$ cat src/gtj_pkg.sv
package gtj_pkg;

    localparam int unsigned YEAR_W  = 14;
    localparam int unsigned MONTH_W = 4;
    localparam int unsigned DAY_W   = 5;
    localparam int unsigned JYEAR_W = 15;
    localparam int unsigned DAYS_W  = 22;
    localparam int unsigned DOY_W   = 9;

    localparam logic [YEAR_W-1:0]  YEAR_MAX  = 14'd9999;
    localparam logic [MONTH_W-1:0] MONTH_MAX = 4'd12;
    localparam logic [MONTH_W-1:0] MONTH_FEB = 4'd2;

    localparam logic [DAYS_W-1:0]         DAY_BASE     = 22'd355666;
    localparam logic [13:0]               CYCLE33_DAYS = 14'd12053;
    localparam logic [10:0]               CYCLE4_DAYS  = 11'd1461;
    localparam logic [DOY_W-1:0]          YEAR_DAYS    = 9'd365;
    localparam logic [DOY_W-1:0]          HALF_DAYS    = 9'd186;
    localparam logic signed [JYEAR_W-1:0] JALALI_BASE  = -15'sd1595;
    localparam logic [JYEAR_W-1:0]        CYCLE33_YEARS = 15'd33;

    localparam logic [MONTH_W-1:0] FIRST_LATE_MONTH = 4'd7;
    localparam logic [DAY_W-1:0]   EARLY_MONTH_DAYS = 5'd31;
    localparam logic [DAY_W-1:0]   LATE_MONTH_DAYS  = 5'd30;

    // Reciprocal multipliers, rounded up, exact over the operand ranges used
    localparam int unsigned        DIV100_SH  = 21;
    localparam logic [14:0]        DIV100_MUL = 15'(((64'd1 << DIV100_SH) + 64'd99) / 64'd100);
    localparam int unsigned        DIV33_SH   = 36;
    localparam logic [22:0]        DIV33_MUL  =
        23'(((64'd1 << DIV33_SH) + 64'(CYCLE33_DAYS) - 64'd1) / 64'(CYCLE33_DAYS));
    localparam int unsigned        DIV4_SH    = 25;
    localparam logic [14:0]        DIV4_MUL   =
        15'(((64'd1 << DIV4_SH) + 64'(CYCLE4_DAYS) - 64'd1) / 64'(CYCLE4_DAYS));

    typedef struct packed {
        logic [DAY_W-1:0]   day;
        logic [MONTH_W-1:0] month;
        logic [YEAR_W-1:0]  year;
    } greg_t;

    typedef struct packed {
        logic              ok;
        logic [DAYS_W-1:0] days;
    } dc_t;

    typedef struct packed {
        logic                      ok;
        logic signed [JYEAR_W-1:0] year;
        logic [DOY_W-1:0]          doy;
    } yd_t;

    function automatic logic [DOY_W-1:0] days_before(input logic [MONTH_W-1:0] month);
        logic [DOY_W-1:0] res;
        unique case (month)
            4'd1:    res = 9'd0;
            4'd2:    res = 9'd31;
            4'd3:    res = 9'd59;
            4'd4:    res = 9'd90;
            4'd5:    res = 9'd120;
            4'd6:    res = 9'd151;
            4'd7:    res = 9'd181;
            4'd8:    res = 9'd212;
            4'd9:    res = 9'd243;
            4'd10:   res = 9'd273;
            4'd11:   res = 9'd304;
            4'd12:   res = 9'd334;
            default: res = 9'd0;
        endcase
        return res;
    endfunction

    function automatic logic [DAY_W-1:0] month_len(input logic [MONTH_W-1:0] month,
                                                   input logic leap);
        logic [DAY_W-1:0] res;
        unique case (month)
            4'd2:                                 res = leap ? 5'd29 : 5'd28;
            4'd4, 4'd6, 4'd9, 4'd11:              res = 5'd30;
            4'd1, 4'd3, 4'd5, 4'd7, 4'd8, 4'd10, 4'd12: res = 5'd31;
            default:                              res = 5'd0;
        endcase
        return res;
    endfunction

endpackage

$ cat src/gtj_daycount.sv
module gtj_daycount (
    input  logic          clk,
    input  logic          rst_n,
    input  logic          in_valid,
    output logic          in_ready,
    input  gtj_pkg::greg_t in_date,
    output logic          out_valid,
    input  logic          out_ready,
    output gtj_pkg::dc_t  out_dc
);

    localparam int unsigned NSTG = 3;

    logic [NSTG-1:0] v_reg;
    logic [NSTG:0]   rdy;

    // stage A: range checks, year products and the century quotients
    logic [13:0] y2;
    logic [13:0] q4_sum;
    logic [13:0] a100_arg;
    logic [13:0] a400_sum;
    logic [28:0] p_y100;
    logic [28:0] p_a100;
    logic [26:0] p_a400;

    logic        oka_next, oka_reg;
    logic [13:0] y_reg;
    logic [3:0]  m_reg;
    logic [4:0]  d_reg;
    logic [7:0]  q100y_next, q100y_reg;
    logic [11:0] q4_next, q4_reg;
    logic [7:0]  a100_next, a100_reg;
    logic [5:0]  a400_next, a400_reg;
    logic [21:0] y365_next, y365_reg;

    // stage B: leap year, day limit and partial sum
    logic [14:0] cent;
    logic        leap;
    logic        okb_next, okb_reg;
    logic [21:0] s1_next, s1_reg;
    logic [7:0]  a100b_reg;
    logic [5:0]  a400b_reg;

    // stage C: century correction
    logic        okc_reg;
    logic [21:0] days_next, days_reg;

    always_comb
    begin
        rdy[NSTG] = out_ready;
        for (int i = NSTG - 1; i >= 0; i--)
        begin
            rdy[i] = !v_reg[i] || rdy[i+1];
        end
    end

    assign in_ready = rdy[0];

    always_comb
    begin
        y2       = in_date.year + 14'(in_date.month > gtj_pkg::MONTH_FEB);
        q4_sum   = y2 + 14'd3;
        a100_arg = y2 + 14'd99;
        a400_sum = y2 + 14'd399;
        p_y100   = 29'(in_date.year) * 29'(gtj_pkg::DIV100_MUL);
        p_a100   = 29'(a100_arg) * 29'(gtj_pkg::DIV100_MUL);
        p_a400   = 27'(a400_sum[13:2]) * 27'(gtj_pkg::DIV100_MUL);

        q100y_next = p_y100[gtj_pkg::DIV100_SH +: 8];
        a100_next  = p_a100[gtj_pkg::DIV100_SH +: 8];
        a400_next  = p_a400[gtj_pkg::DIV100_SH +: 6];
        q4_next    = q4_sum[13:2];
        y365_next  = 22'(in_date.year) * 22'(gtj_pkg::YEAR_DAYS);
        oka_next   = (in_date.year != '0) && (in_date.year <= gtj_pkg::YEAR_MAX)
                  && (in_date.month != '0) && (in_date.month <= gtj_pkg::MONTH_MAX)
                  && (in_date.day != '0);
    end

    always_comb
    begin
        cent     = 15'(q100y_reg) * 15'd100;
        leap     = (y_reg[1:0] == 2'b00) && ((cent != 15'(y_reg)) || (q100y_reg[1:0] == 2'b00));
        okb_next = oka_reg && (d_reg <= gtj_pkg::month_len(m_reg, leap));
        s1_next  = gtj_pkg::DAY_BASE + y365_reg + 22'(q4_reg) + 22'(d_reg)
                 + 22'(gtj_pkg::days_before(m_reg));
    end

    assign days_next = s1_reg - 22'(a100b_reg) + 22'(a400b_reg);

    always_ff @(posedge clk or negedge rst_n)
    begin
        if (!rst_n)
        begin
            v_reg <= '0;
        end
        else
        begin
            if (rdy[0])
            begin
                v_reg[0] <= in_valid;
            end
            for (int i = 1; i < NSTG; i++)
            begin
                if (rdy[i])
                begin
                    v_reg[i] <= v_reg[i-1];
                end
            end
        end
    end

    always_ff @(posedge clk)
    begin
        if (rdy[0] && in_valid)
        begin
            oka_reg   <= oka_next;
            y_reg     <= in_date.year;
            m_reg     <= in_date.month;
            d_reg     <= in_date.day;
            q100y_reg <= q100y_next;
            q4_reg    <= q4_next;
            a100_reg  <= a100_next;
            a400_reg  <= a400_next;
            y365_reg  <= y365_next;
        end
        if (rdy[1] && v_reg[0])
        begin
            okb_reg   <= okb_next;
            s1_reg    <= s1_next;
            a100b_reg <= a100_reg;
            a400b_reg <= a400_reg;
        end
        if (rdy[2] && v_reg[1])
        begin
            okc_reg  <= okb_reg;
            days_reg <= days_next;
        end
    end

    assign out_valid   = v_reg[NSTG-1];
    assign out_dc.ok   = okc_reg;
    assign out_dc.days = days_reg;

endmodule

$ cat src/gtj_cycles.sv
module gtj_cycles (
    input  logic         clk,
    input  logic         rst_n,
    input  logic         in_valid,
    output logic         in_ready,
    input  gtj_pkg::dc_t in_dc,
    output logic         out_valid,
    input  logic         out_ready,
    output gtj_pkg::yd_t out_yd
);

    localparam int unsigned NSTG = 5;

    logic [NSTG-1:0] v_reg;
    logic [NSTG:0]   rdy;

    // stage D: 33-year cycle quotient
    logic [44:0] p33;
    logic        okd_reg;
    logic [21:0] daysd_reg;
    logic [8:0]  q33_next, q33_reg;

    // stage E: 33-year remainder and base year
    logic [21:0] cyc_days;
    logic [14:0] cyc_years;
    logic        oke_reg;
    logic [13:0] rem33_next, rem33_reg;
    logic signed [14:0] jye_next, jye_reg;

    // stage F: 4-year cycle quotient
    logic [28:0] p4;
    logic        okf_reg;
    logic [13:0] rem33f_reg;
    logic signed [14:0] jyf_reg;
    logic [3:0]  q4_next, q4_reg;

    // stage G: 4-year remainder
    logic        okg_reg;
    logic [10:0] rem4_next, rem4_reg;
    logic signed [14:0] jyg_next, jyg_reg;

    // stage H: year within the 4-year cycle
    logic [10:0] t;
    logic [1:0]  yq;
    logic [10:0] t_left;
    logic        okh_reg;
    logic signed [14:0] jyh_next, jyh_reg;
    logic [8:0]  doy_next, doy_reg;

    always_comb
    begin
        rdy[NSTG] = out_ready;
        for (int i = NSTG - 1; i >= 0; i--)
        begin
            rdy[i] = !v_reg[i] || rdy[i+1];
        end
    end

    assign in_ready = rdy[0];

    assign p33      = 45'(in_dc.days) * 45'(gtj_pkg::DIV33_MUL);
    assign q33_next = p33[gtj_pkg::DIV33_SH +: 9];

    assign cyc_days   = 22'(q33_reg) * 22'(gtj_pkg::CYCLE33_DAYS);
    assign rem33_next = 14'(daysd_reg - cyc_days);
    assign cyc_years  = 15'(q33_reg) * gtj_pkg::CYCLE33_YEARS;
    assign jye_next   = gtj_pkg::JALALI_BASE + $signed(cyc_years);

    assign p4      = 29'(rem33_reg) * 29'(gtj_pkg::DIV4_MUL);
    assign q4_next = p4[gtj_pkg::DIV4_SH +: 4];

    assign rem4_next = 11'(rem33f_reg - 14'(q4_reg) * 14'(gtj_pkg::CYCLE4_DAYS));
    assign jyg_next  = jyf_reg + $signed(15'(q4_reg) << 2);

    // past the first (366-day) year, drop the extra day and count 365-day years
    always_comb
    begin
        t      = rem4_reg - 11'd1;
        yq     = 2'(t >= 11'(gtj_pkg::YEAR_DAYS))
               + 2'(t >= 11'(gtj_pkg::YEAR_DAYS) * 11'd2)
               + 2'(t >= 11'(gtj_pkg::YEAR_DAYS) * 11'd3);
        t_left = t - 11'(yq) * 11'(gtj_pkg::YEAR_DAYS);
        if (rem4_reg > 11'(gtj_pkg::YEAR_DAYS))
        begin
            jyh_next = jyg_reg + $signed(15'(yq));
            doy_next = t_left[8:0];
        end
        else
        begin
            jyh_next = jyg_reg;
            doy_next = rem4_reg[8:0];
        end
    end

    always_ff @(posedge clk or negedge rst_n)
    begin
        if (!rst_n)
        begin
            v_reg <= '0;
        end
        else
        begin
            if (rdy[0])
            begin
                v_reg[0] <= in_valid;
            end
            for (int i = 1; i < NSTG; i++)
            begin
                if (rdy[i])
                begin
                    v_reg[i] <= v_reg[i-1];
                end
            end
        end
    end

    always_ff @(posedge clk)
    begin
        if (rdy[0] && in_valid)
        begin
            okd_reg   <= in_dc.ok;
            daysd_reg <= in_dc.days;
            q33_reg   <= q33_next;
        end
        if (rdy[1] && v_reg[0])
        begin
            oke_reg   <= okd_reg;
            rem33_reg <= rem33_next;
            jye_reg   <= jye_next;
        end
        if (rdy[2] && v_reg[1])
        begin
            okf_reg    <= oke_reg;
            rem33f_reg <= rem33_reg;
            jyf_reg    <= jye_reg;
            q4_reg     <= q4_next;
        end
        if (rdy[3] && v_reg[2])
        begin
            okg_reg  <= okf_reg;
            rem4_reg <= rem4_next;
            jyg_reg  <= jyg_next;
        end
        if (rdy[4] && v_reg[3])
        begin
            okh_reg <= okg_reg;
            jyh_reg <= jyh_next;
            doy_reg <= doy_next;
        end
    end

    assign out_valid   = v_reg[NSTG-1];
    assign out_yd.ok   = okh_reg;
    assign out_yd.year = jyh_reg;
    assign out_yd.doy  = doy_reg;

    a_rem33_range: assert property (@(posedge clk) disable iff (!rst_n)
        v_reg[1] |-> rem33_reg < gtj_pkg::CYCLE33_DAYS)
        else $error("33-year remainder out of range");

    a_rem4_range: assert property (@(posedge clk) disable iff (!rst_n)
        v_reg[3] |-> rem4_reg < gtj_pkg::CYCLE4_DAYS)
        else $error("4-year remainder out of range");

    a_doy_range: assert property (@(posedge clk) disable iff (!rst_n)
        v_reg[4] |-> doy_reg <= gtj_pkg::YEAR_DAYS)
        else $error("day of year out of range");

endmodule

$ cat src/gtj_monthday.sv
module gtj_monthday (
    input  logic                clk,
    input  logic                rst_n,
    input  logic                in_valid,
    output logic                in_ready,
    input  gtj_pkg::yd_t        in_yd,
    output logic                out_valid,
    input  logic                out_ready,
    output logic                ok,
    output logic signed [14:0]  year,
    output logic [3:0]          month,
    output logic [4:0]          day
);

    logic        v_reg;
    logic        late;
    logic [8:0]  off;
    logic [4:0]  mlen;
    logic [2:0]  q;
    logic [8:0]  left;

    logic               ok_reg;
    logic signed [14:0] year_next, year_reg;
    logic [3:0]         month_next, month_reg;
    logic [4:0]         day_next, day_reg;

    assign in_ready = !v_reg || out_ready;

    always_comb
    begin
        late = in_yd.doy >= gtj_pkg::HALF_DAYS;
        off  = late ? (in_yd.doy - gtj_pkg::HALF_DAYS) : in_yd.doy;
        mlen = late ? gtj_pkg::LATE_MONTH_DAYS : gtj_pkg::EARLY_MONTH_DAYS;
        q    = '0;
        for (int k = 1; k <= 5; k++)
        begin
            if (off >= 9'(mlen) * 9'(k))
            begin
                q = q + 3'd1;
            end
        end
        left = off - 9'(q) * 9'(mlen);

        if (in_yd.ok)
        begin
            year_next  = in_yd.year;
            month_next = (late ? gtj_pkg::FIRST_LATE_MONTH : 4'd1) + 4'(q);
            day_next   = left[4:0] + 5'd1;
        end
        else
        begin
            year_next  = '0;
            month_next = '0;
            day_next   = '0;
        end
    end

    always_ff @(posedge clk or negedge rst_n)
    begin
        if (!rst_n)
        begin
            v_reg <= 1'b0;
        end
        else if (in_ready)
        begin
            v_reg <= in_valid;
        end
    end

    always_ff @(posedge clk)
    begin
        if (in_ready && in_valid)
        begin
            ok_reg    <= in_yd.ok;
            year_reg  <= year_next;
            month_reg <= month_next;
            day_reg   <= day_next;
        end
    end

    assign out_valid = v_reg;
    assign ok        = ok_reg;
    assign year      = year_reg;
    assign month     = month_reg;
    assign day       = day_reg;

endmodule

$ cat src/gregorian_to_jalali.sv
// Channel  Dir  Handshake          Content
// s_       in   s_tvalid/s_tready  s_tdata: Gregorian year, month, day
// m_       out  m_tvalid/m_tready  m_tdata: Jalali year, month, day; m_tuser: date valid
//
// Nine register stages: three form the day count, five split it by the 33-year,
// 4-year and 365-day cycles, one yields month and day. A transfer can be taken
// every cycle while m_tready does not stall the pipeline.
// rst_n clears the stage valid bits only; the data registers hold no reset.
// A stall at m_tready backs up stage by stage; empty stages still take transfers.
module gregorian_to_jalali (
    input  logic        clk,
    input  logic        rst_n,
    input  logic        s_tvalid,
    output logic        s_tready,
    input  logic [23:0] s_tdata,   // [13:0] greg_year, [17:14] greg_month, [22:18] greg_day
    output logic        m_tvalid,
    input  logic        m_tready,
    output logic [23:0] m_tdata,   // [14:0] jalali_year, [18:15] jalali_month, [23:19] jalali_day
    output logic        m_tuser    // [0] valid_res
);

    gtj_pkg::greg_t in_date;
    gtj_pkg::dc_t   dc;
    gtj_pkg::yd_t   yd;

    logic dc_valid, dc_ready;
    logic yd_valid, yd_ready;

    logic signed [14:0] jy;
    logic [3:0]         jm;
    logic [4:0]         jd;
    logic               res_ok;

    assign in_date.year  = s_tdata[13:0];
    assign in_date.month = s_tdata[17:14];
    assign in_date.day   = s_tdata[22:18];

    gtj_daycount u_daycount (
        .clk       (clk),
        .rst_n     (rst_n),
        .in_valid  (s_tvalid),
        .in_ready  (s_tready),
        .in_date   (in_date),
        .out_valid (dc_valid),
        .out_ready (dc_ready),
        .out_dc    (dc)
    );

    gtj_cycles u_cycles (
        .clk       (clk),
        .rst_n     (rst_n),
        .in_valid  (dc_valid),
        .in_ready  (dc_ready),
        .in_dc     (dc),
        .out_valid (yd_valid),
        .out_ready (yd_ready),
        .out_yd    (yd)
    );

    gtj_monthday u_monthday (
        .clk       (clk),
        .rst_n     (rst_n),
        .in_valid  (yd_valid),
        .in_ready  (yd_ready),
        .in_yd     (yd),
        .out_valid (m_tvalid),
        .out_ready (m_tready),
        .ok        (res_ok),
        .year      (jy),
        .month     (jm),
        .day       (jd)
    );

    assign m_tdata = {jd, jm, jy};
    assign m_tuser = res_ok;

    a_invalid_zero: assert property (@(posedge clk) disable iff (!rst_n)
        m_tvalid && !m_tuser |-> m_tdata == '0)
        else $error("rejected date carries non-zero fields");

    a_month_day_range: assert property (@(posedge clk) disable iff (!rst_n)
        m_tvalid && m_tuser |-> (jm != '0) && (jm <= 4'd12) && (jd != '0)
            && ((jm < gtj_pkg::FIRST_LATE_MONTH) ? (jd <= gtj_pkg::EARLY_MONTH_DAYS)
                                                 : (jd <= gtj_pkg::LATE_MONTH_DAYS)))
        else $error("Jalali month or day out of range");

endmodule

$ cat config.mk
export PLATFORM = sky130hd
export DESIGN_NAME = gregorian_to_jalali
export DESIGN_NICKNAME = d
export VERILOG_FILES = /design/src/gtj_pkg.sv /design/src/gtj_daycount.sv /design/src/gtj_cycles.sv /design/src/gtj_monthday.sv /design/src/gregorian_to_jalali.sv
export SDC_FILE = /design/constraint.sdc
export NUM_CORES = 2
export LEC_CHECK = 0
export ABC_CLOCK_PERIOD_IN_PS = 6500
export CAP_MARGIN = 20
export CORE_MARGIN = 10
export CORE_UTILIZATION = 50
export CTS_CLUSTER_DIAMETER = 200
export DETAILED_ROUTE_END_ITERATION = 10
export DONT_BUFFER_PORTS = 1
export HOLD_SLACK_MARGIN = 0.15
export PLACE_DENSITY = 0.7
export SLEW_MARGIN = 10
export SYNTH_ARGS = -nofsm -noshare
export SYNTH_HDL_FRONTEND = slang
export SYNTH_SLANG_ARGS = --single-unit
$ cat constraint.sdc
create_clock -name clk -period 6.5 [get_ports clk]
set_input_delay 0.325 -clock clk [delete_from_list [all_inputs] [get_ports clk]]
set_output_delay 0.325 -clock clk [all_outputs]
set_load 0.01 [all_outputs]
* Yosys cells after proc, flatten, opt, wreduce, memory -nomap -nowiden
Memory sizes are Yosys's and may differ from the RTL's. A register that Yosys moved wholly into a read port is not among the register bits.
Cells that the tools add are included.
** Cells by class
- $add $sub $neg :: 27
- Multiply operators :: 14
- $lt $le $gt $ge :: 14
- Eq/ne operators :: 13
- Mux-type cells :: 13
- Reduce and logical (&&, ||, !) cells :: 41
** Operators by type and width (number)
- $mul 14x13->27 const B :: 2
- $mul 22x22->44 const B :: 1
- $mul 14x15->29 const B :: 1
- $mul 12x13->25 const B :: 1
- $add 19x22->22 const A :: 1
- $add 22x12->22 :: 1
- $add 22x5->22 :: 1
- $add 22x6->22 :: 1
- $add 22x9->22 :: 1
- $mul 14x9->22 const B :: 1
- $sub 22x8->22 :: 1
- $eq 4x4->1 const B :: 5
- $ge 9x7->1 :: 2
- $mux 9 :: 2
- $eq 4x3->1 const B :: 4
- $add 12x15->15 const A :: 1
- $add 15x3->15 :: 1
- $add 15x7->15 :: 1
- $logic_and 1x1->1 :: 15
- $mul 9x6->15 const B :: 1
- $mux 15 :: 1
- $mux 3 :: 5
- $ne 15x14->1 :: 1
- $pmux 5 s3 :: 1
- 47 further kinds :: 70
** Storage, ports and cells
- Bits in registers :: 311
- Memory bits (read-only) :: 144
- Input port bits :: 28
- Output and inout port bits :: 27
- Memories :: 1
** Memory list
- (name not given) :: depth 16, width 9, rd ports 1, clocked after Yosys merged registers in 1, wr ports 0, line gtj_pkg.sv:55 : unique case (month)

* Logic depth before layout (Yosys ltp)
- Depth after elaboration :: 15
- Gate-level depth with buffers :: 36

* Cells and area by module
A second synthesis with hierarchy kept.
** Second synthesis, totals
- Cell total of the unflattened synthesis :: 3993
- Area total of the unflattened synthesis :: 43829.5 um^2
** By module, submodules not included
- gtj_cycles :: instances 1, cells an instance 1881, area an instance 21023.9 um^2, seq. area each 4239.1 um^2
- gtj_daycount :: instances 1, cells an instance 1894, area an instance 20510.9 um^2, seq. area each 4399.2 um^2
- gtj_monthday :: instances 1, cells an instance 218, area an instance 2294.7 um^2, seq. area each 775.7 um^2

* Least setup slack after synthesis
OpenSTA, ideal clock, no wires.
- Path type :: input to register
- Start :: input port s_tdata[14]
- End :: register u_daycount.a100_reg[6] (data pin)
- Library setup time :: 0.262 ns
- Arrival :: 7.316 ns
- Data required time :: 6.238 ns
- Setup slack :: -1.078 ns
- Stages :: 31
- Path buffers :: 0
- Cell sequence :: a211o_1 ha_1 ha_1 xnor2_2 inv_1 ha_1 a21oi_1 or3_1 nand3_1 and2_1 nand2_1 xor2_1 inv_1 fa_1 inv_1 ha_1 fa_1 fa_1 inv_1 fa_1 inv_1 ha_1 o21a_1 o21ai_0 a21oi_1 a22o_1 a21o_1 o41a_1 a21oi_1 o21bai_1 xor2_1
** Between the ends
- Word-level cells in the longest chain between the ends :: 4
** RTL lines
- from (decl) :: line gregorian_to_jalali.sv:15 : input logic [23:0] s_tdata,
- $gt 4x2->1 :: line gtj_daycount.sv:61 : y2 = in_date.year + 14'(in_date.month > gtj_pkg::MONTH_FEB);
- $add 14x1->14 :: line gtj_daycount.sv:61
- $add 14x7->14 :: line gtj_daycount.sv:63 : a100_arg = y2 + 14'd99;
- $mul 14x13->27 :: line gtj_daycount.sv:66 : p_a100 = 29'(a100_arg) * 29'(gtj_pkg::DIV100_MUL);
- net u_daycount.p_a100[27] :: line gtj_daycount.sv:23 : logic [28:0] p_a100;
- to (signal assigned) :: line gtj_daycount.sv:122 : a100_reg <= a100_next;
- to (decl) :: line gtj_daycount.sv:32 : logic [7:0] a100_next, a100_reg;
The timed path passes the listed nets, and every way through them passes these cells.
A chain may end at the register's enable or synchronous reset.

* Worst setup path in the final report
- Start :: register u_cycles.doy_reg[1]
- End :: register u_monthday.day_reg[4], in the netlist u_monthday.day[4] (data pin)
** Between the ends
- Word-level cells in the longest chain between the ends :: 15
** RTL lines
- from (decl) :: line gtj_cycles.sv:48 : logic [8:0] doy_next, doy_reg;
- from (signal assigned) :: line gtj_cycles.sv:148 : doy_reg <= doy_next;
- branches (longest 13 deep; another with $ge 9x8->1)
- $sub 5x5->5 (*) :: line gtj_monthday.sv:42 : left = off - 9'(q) * 9'(mlen);
- $add 5x1->5 (*) :: line gtj_monthday.sv:48 : day_next = left[4:0] + 5'd1;
- to (signal assigned) :: line gtj_monthday.sv:77 : day_reg <= day_next;
- to (decl) :: line gtj_monthday.sv:25 : logic [4:0] day_next, day_reg;
Mark *: on every way between the ends.

==> impl_results.md <==
* Critical Path RT at 6.84 ns
* Final wirelength at 91500 um
* Setup ws final at 0.0138 ns
* Synth cell types at 89
* Most common cell after layout, fill and taps aside: inv_1
* Largest net degree at the start of global routing at 62
* Synthesized area per cell at 10.8 um2
* FF+latch count, synth at 318
* Synth async-reset ratio at 0.0283
* Setup_tns at 0 ns
* Worst flop-to-flop path startpoint: u_cycles.doy_reg[1]
* NumNets Final at 5878
* Clock root buffer: clkbuf_16
* Number of flops mapped to enable cells by yosys at 300
* Slowest CP cell: edfxtp_1
* Initial antenna violation count at 0
* Worst setup SP type: register
* ANT nets after route at 0
* Fmax at 154 MHz
* DR vias at 28200
* Multi-input logic area at 31000 um2
* Cell Rows at 108
* Drc violations at 0
* R2R depth at 34
* DR vias/cell at 5.06
* Cell area after synthesis at 43700 um2
* Layout cells sized above 1 at 0.124
* Max H-tree Level at 2
* Unrepaired setup endpoints after global routing: true
* All-Layer GR Usage at 0.186
* Hold path startpoint: s_tdata[5]
* Hpwl dp at 76200 um
* IO Pins at 55
* Rel. slew slack at 0.321
* Mapped Cells at 4038
* Final number of setup-violating endpoints at 0
* Crit path from: u_cycles.doy_reg[1]
* Grt total ovfl at 0
* Initial core utilization at 0.503
* Crit-path max FO at 5
* Min-delay worst type: in2reg
* Max_cap viols at 0
* Synth Warn # at 0
* Die Area at 99600 um2
* Post-Syn Nets at 5526
* Period utilisation layout at 0.998
* Final hold vios at 0
* Clock skew at 0.0331 ns
* Slew @ Worst Pin at 1.02 ns
* Clock transition at path regs at 0.06 ns
* Fin crit period at 6.49 ns
* First-pass GRT wire length at 150000 um
* Buf/Inv on CP at 6
* Num Clock Sinks at 318
* Stages on worst setup path at 34
* Vias in the first global route at 30100
* Core area at 86800 um2
* Largest stage delay on the critical path at 0.47 ns
* Most frequent cells in the layout: inv_1 (1045), ha_1 (866), fa_1 (547)
* CP Class: reg2reg
* Routed WL per cell at 16.4 um
* Final GP Congestion at 0.924
* Die W at 316 um
* Status: finished clean
* WP data arrival at 6.82 ns
* Die Y at 316 um
* Drt first pass iters at 5
* Core Util, Final at 0.574
* Ant diodes at 0
* Max Slew Vio Count at 0
* Port Buffer Count at 0
* Worst-skew pair later-pin latency at 0.59 ns
* FILL cells at 7209
* CP top delay family: adder cells
* Area added between synthesis and finish at 14.0%
* Reg area at 9410 um2
* Register area share after synthesis at 0.216
* Initial DRC Count at 1195
* Synth Flop Type: edfxtp_1
* Pre-CTS setup slack at -0.578 ns
* Max clock buf depth at 3
* CTS tree: done
* CTS Buf Count at 38
* Hold depth at 3
* Critical path capture point type: register
==> tightest hold or removal path, stage by stage <==
cell and delay (ns):
xnor2_1 0.09, nand2_1 0.08, xor2_1 0.07
==> layer usage <==
metal,vias to the layer above,track usage,wire (um)
met5,-,0,0
met4,0,0.0516,2580
met3,156,0.0366,4440
met2,492,0.328,46200
met1,13800,0.231,38300
li1,13700,-,-
==> Yosys cell counts (all sizes together), types with 12 or more instances <==
| master | number | area (um2) |
|---|---|---|
| a21oi | 128 | 652 |
| edfxtp | 300 | 9010 |
| o21a | 23 | 173 |
| fa | 567 | 11400 |
| a21o | 40 | 300 |
| nor2 | 112 | 423 |
| ha | 893 | 11200 |
| nand2 | 119 | 449 |
| o21ai | 80 | 400 |
| nand4 | 25 | 163 |
| xnor2 | 191 | 1700 |
| o211ai | 12 | 95.1 |
| o21bai | 17 | 128 |
| or2 | 16 | 100 |
| and2 | 37 | 233 |
| nor4 | 14 | 87.6 |
| inv | 1068 | 4010 |
| nand3 | 49 | 250 |
| a31oi | 15 | 109 |
| and3 | 17 | 106 |
| nand2b | 26 | 165 |
| xor2 | 72 | 631 |
| nor3 | 36 | 180 |
| nor2b | 27 | 169 |
==> kinds of logic after synthesis <==
kind of cell / after synthesis / share of synthesized area
mux: 13 / 0.00367
buf+inv: 1078 / 0.0934
fa+ha+maj: 1460 / 0.516
compound gates: 398 / 0.0597
xor+xnor: 263 / 0.0533
flops: 318 / 0.216
simple gates: 508 / 0.0586
==> per-stage QoR <==
stage	hold WS (ns)	instance area [um2]	std cells
2_1_floorplan	0.0294	43900	4038
3_3_place_gp	0.0304	47100	5423
3_5_place_dp	0.0303	47100	5423
4_1_cts	0.150	48800	5530
5_1_grt	0.188	49800	5574
6_report	0.183	49800	5574
==> worst paths after layout <==
check / end / slack (ns)
setup / recovery: u_monthday.day[4] / 0.01
hold / removal: u_daycount.q4_reg[4] / 0.18
setup reg to reg: u_monthday.day[4] / 0.01
hold reg to reg: u_cycles.jyf_reg[14] / 0.42
max in group asynchronous: u_cycles.v_reg[2] / 5.53
min in group asynchronous: u_monthday.out_valid / 0.67
==> cell type report <==
type                       count  area share
clock buffer                  48      0.0203
tap                         1155      0.0290
timing repair buffer         322      0.0521
sequential                   318       0.189
inverter                    1068      0.0807
multi-input combinational   2642       0.623
clock inverter                21     0.00548
==> timing repair <==
item / in CTS / in global routing
pin swaps: 6 / 113
hold buffers: 27 / 0
endpoints found under the setup margin: 6 / 19
resized for setup: 17 / 138
endpoints found under the hold margin: 49 / 0
buffers inserted: 11 / 44
Power is not shown: default switching activity piles up to over one toggle a cycle in this logic, so the estimate is an artifact.
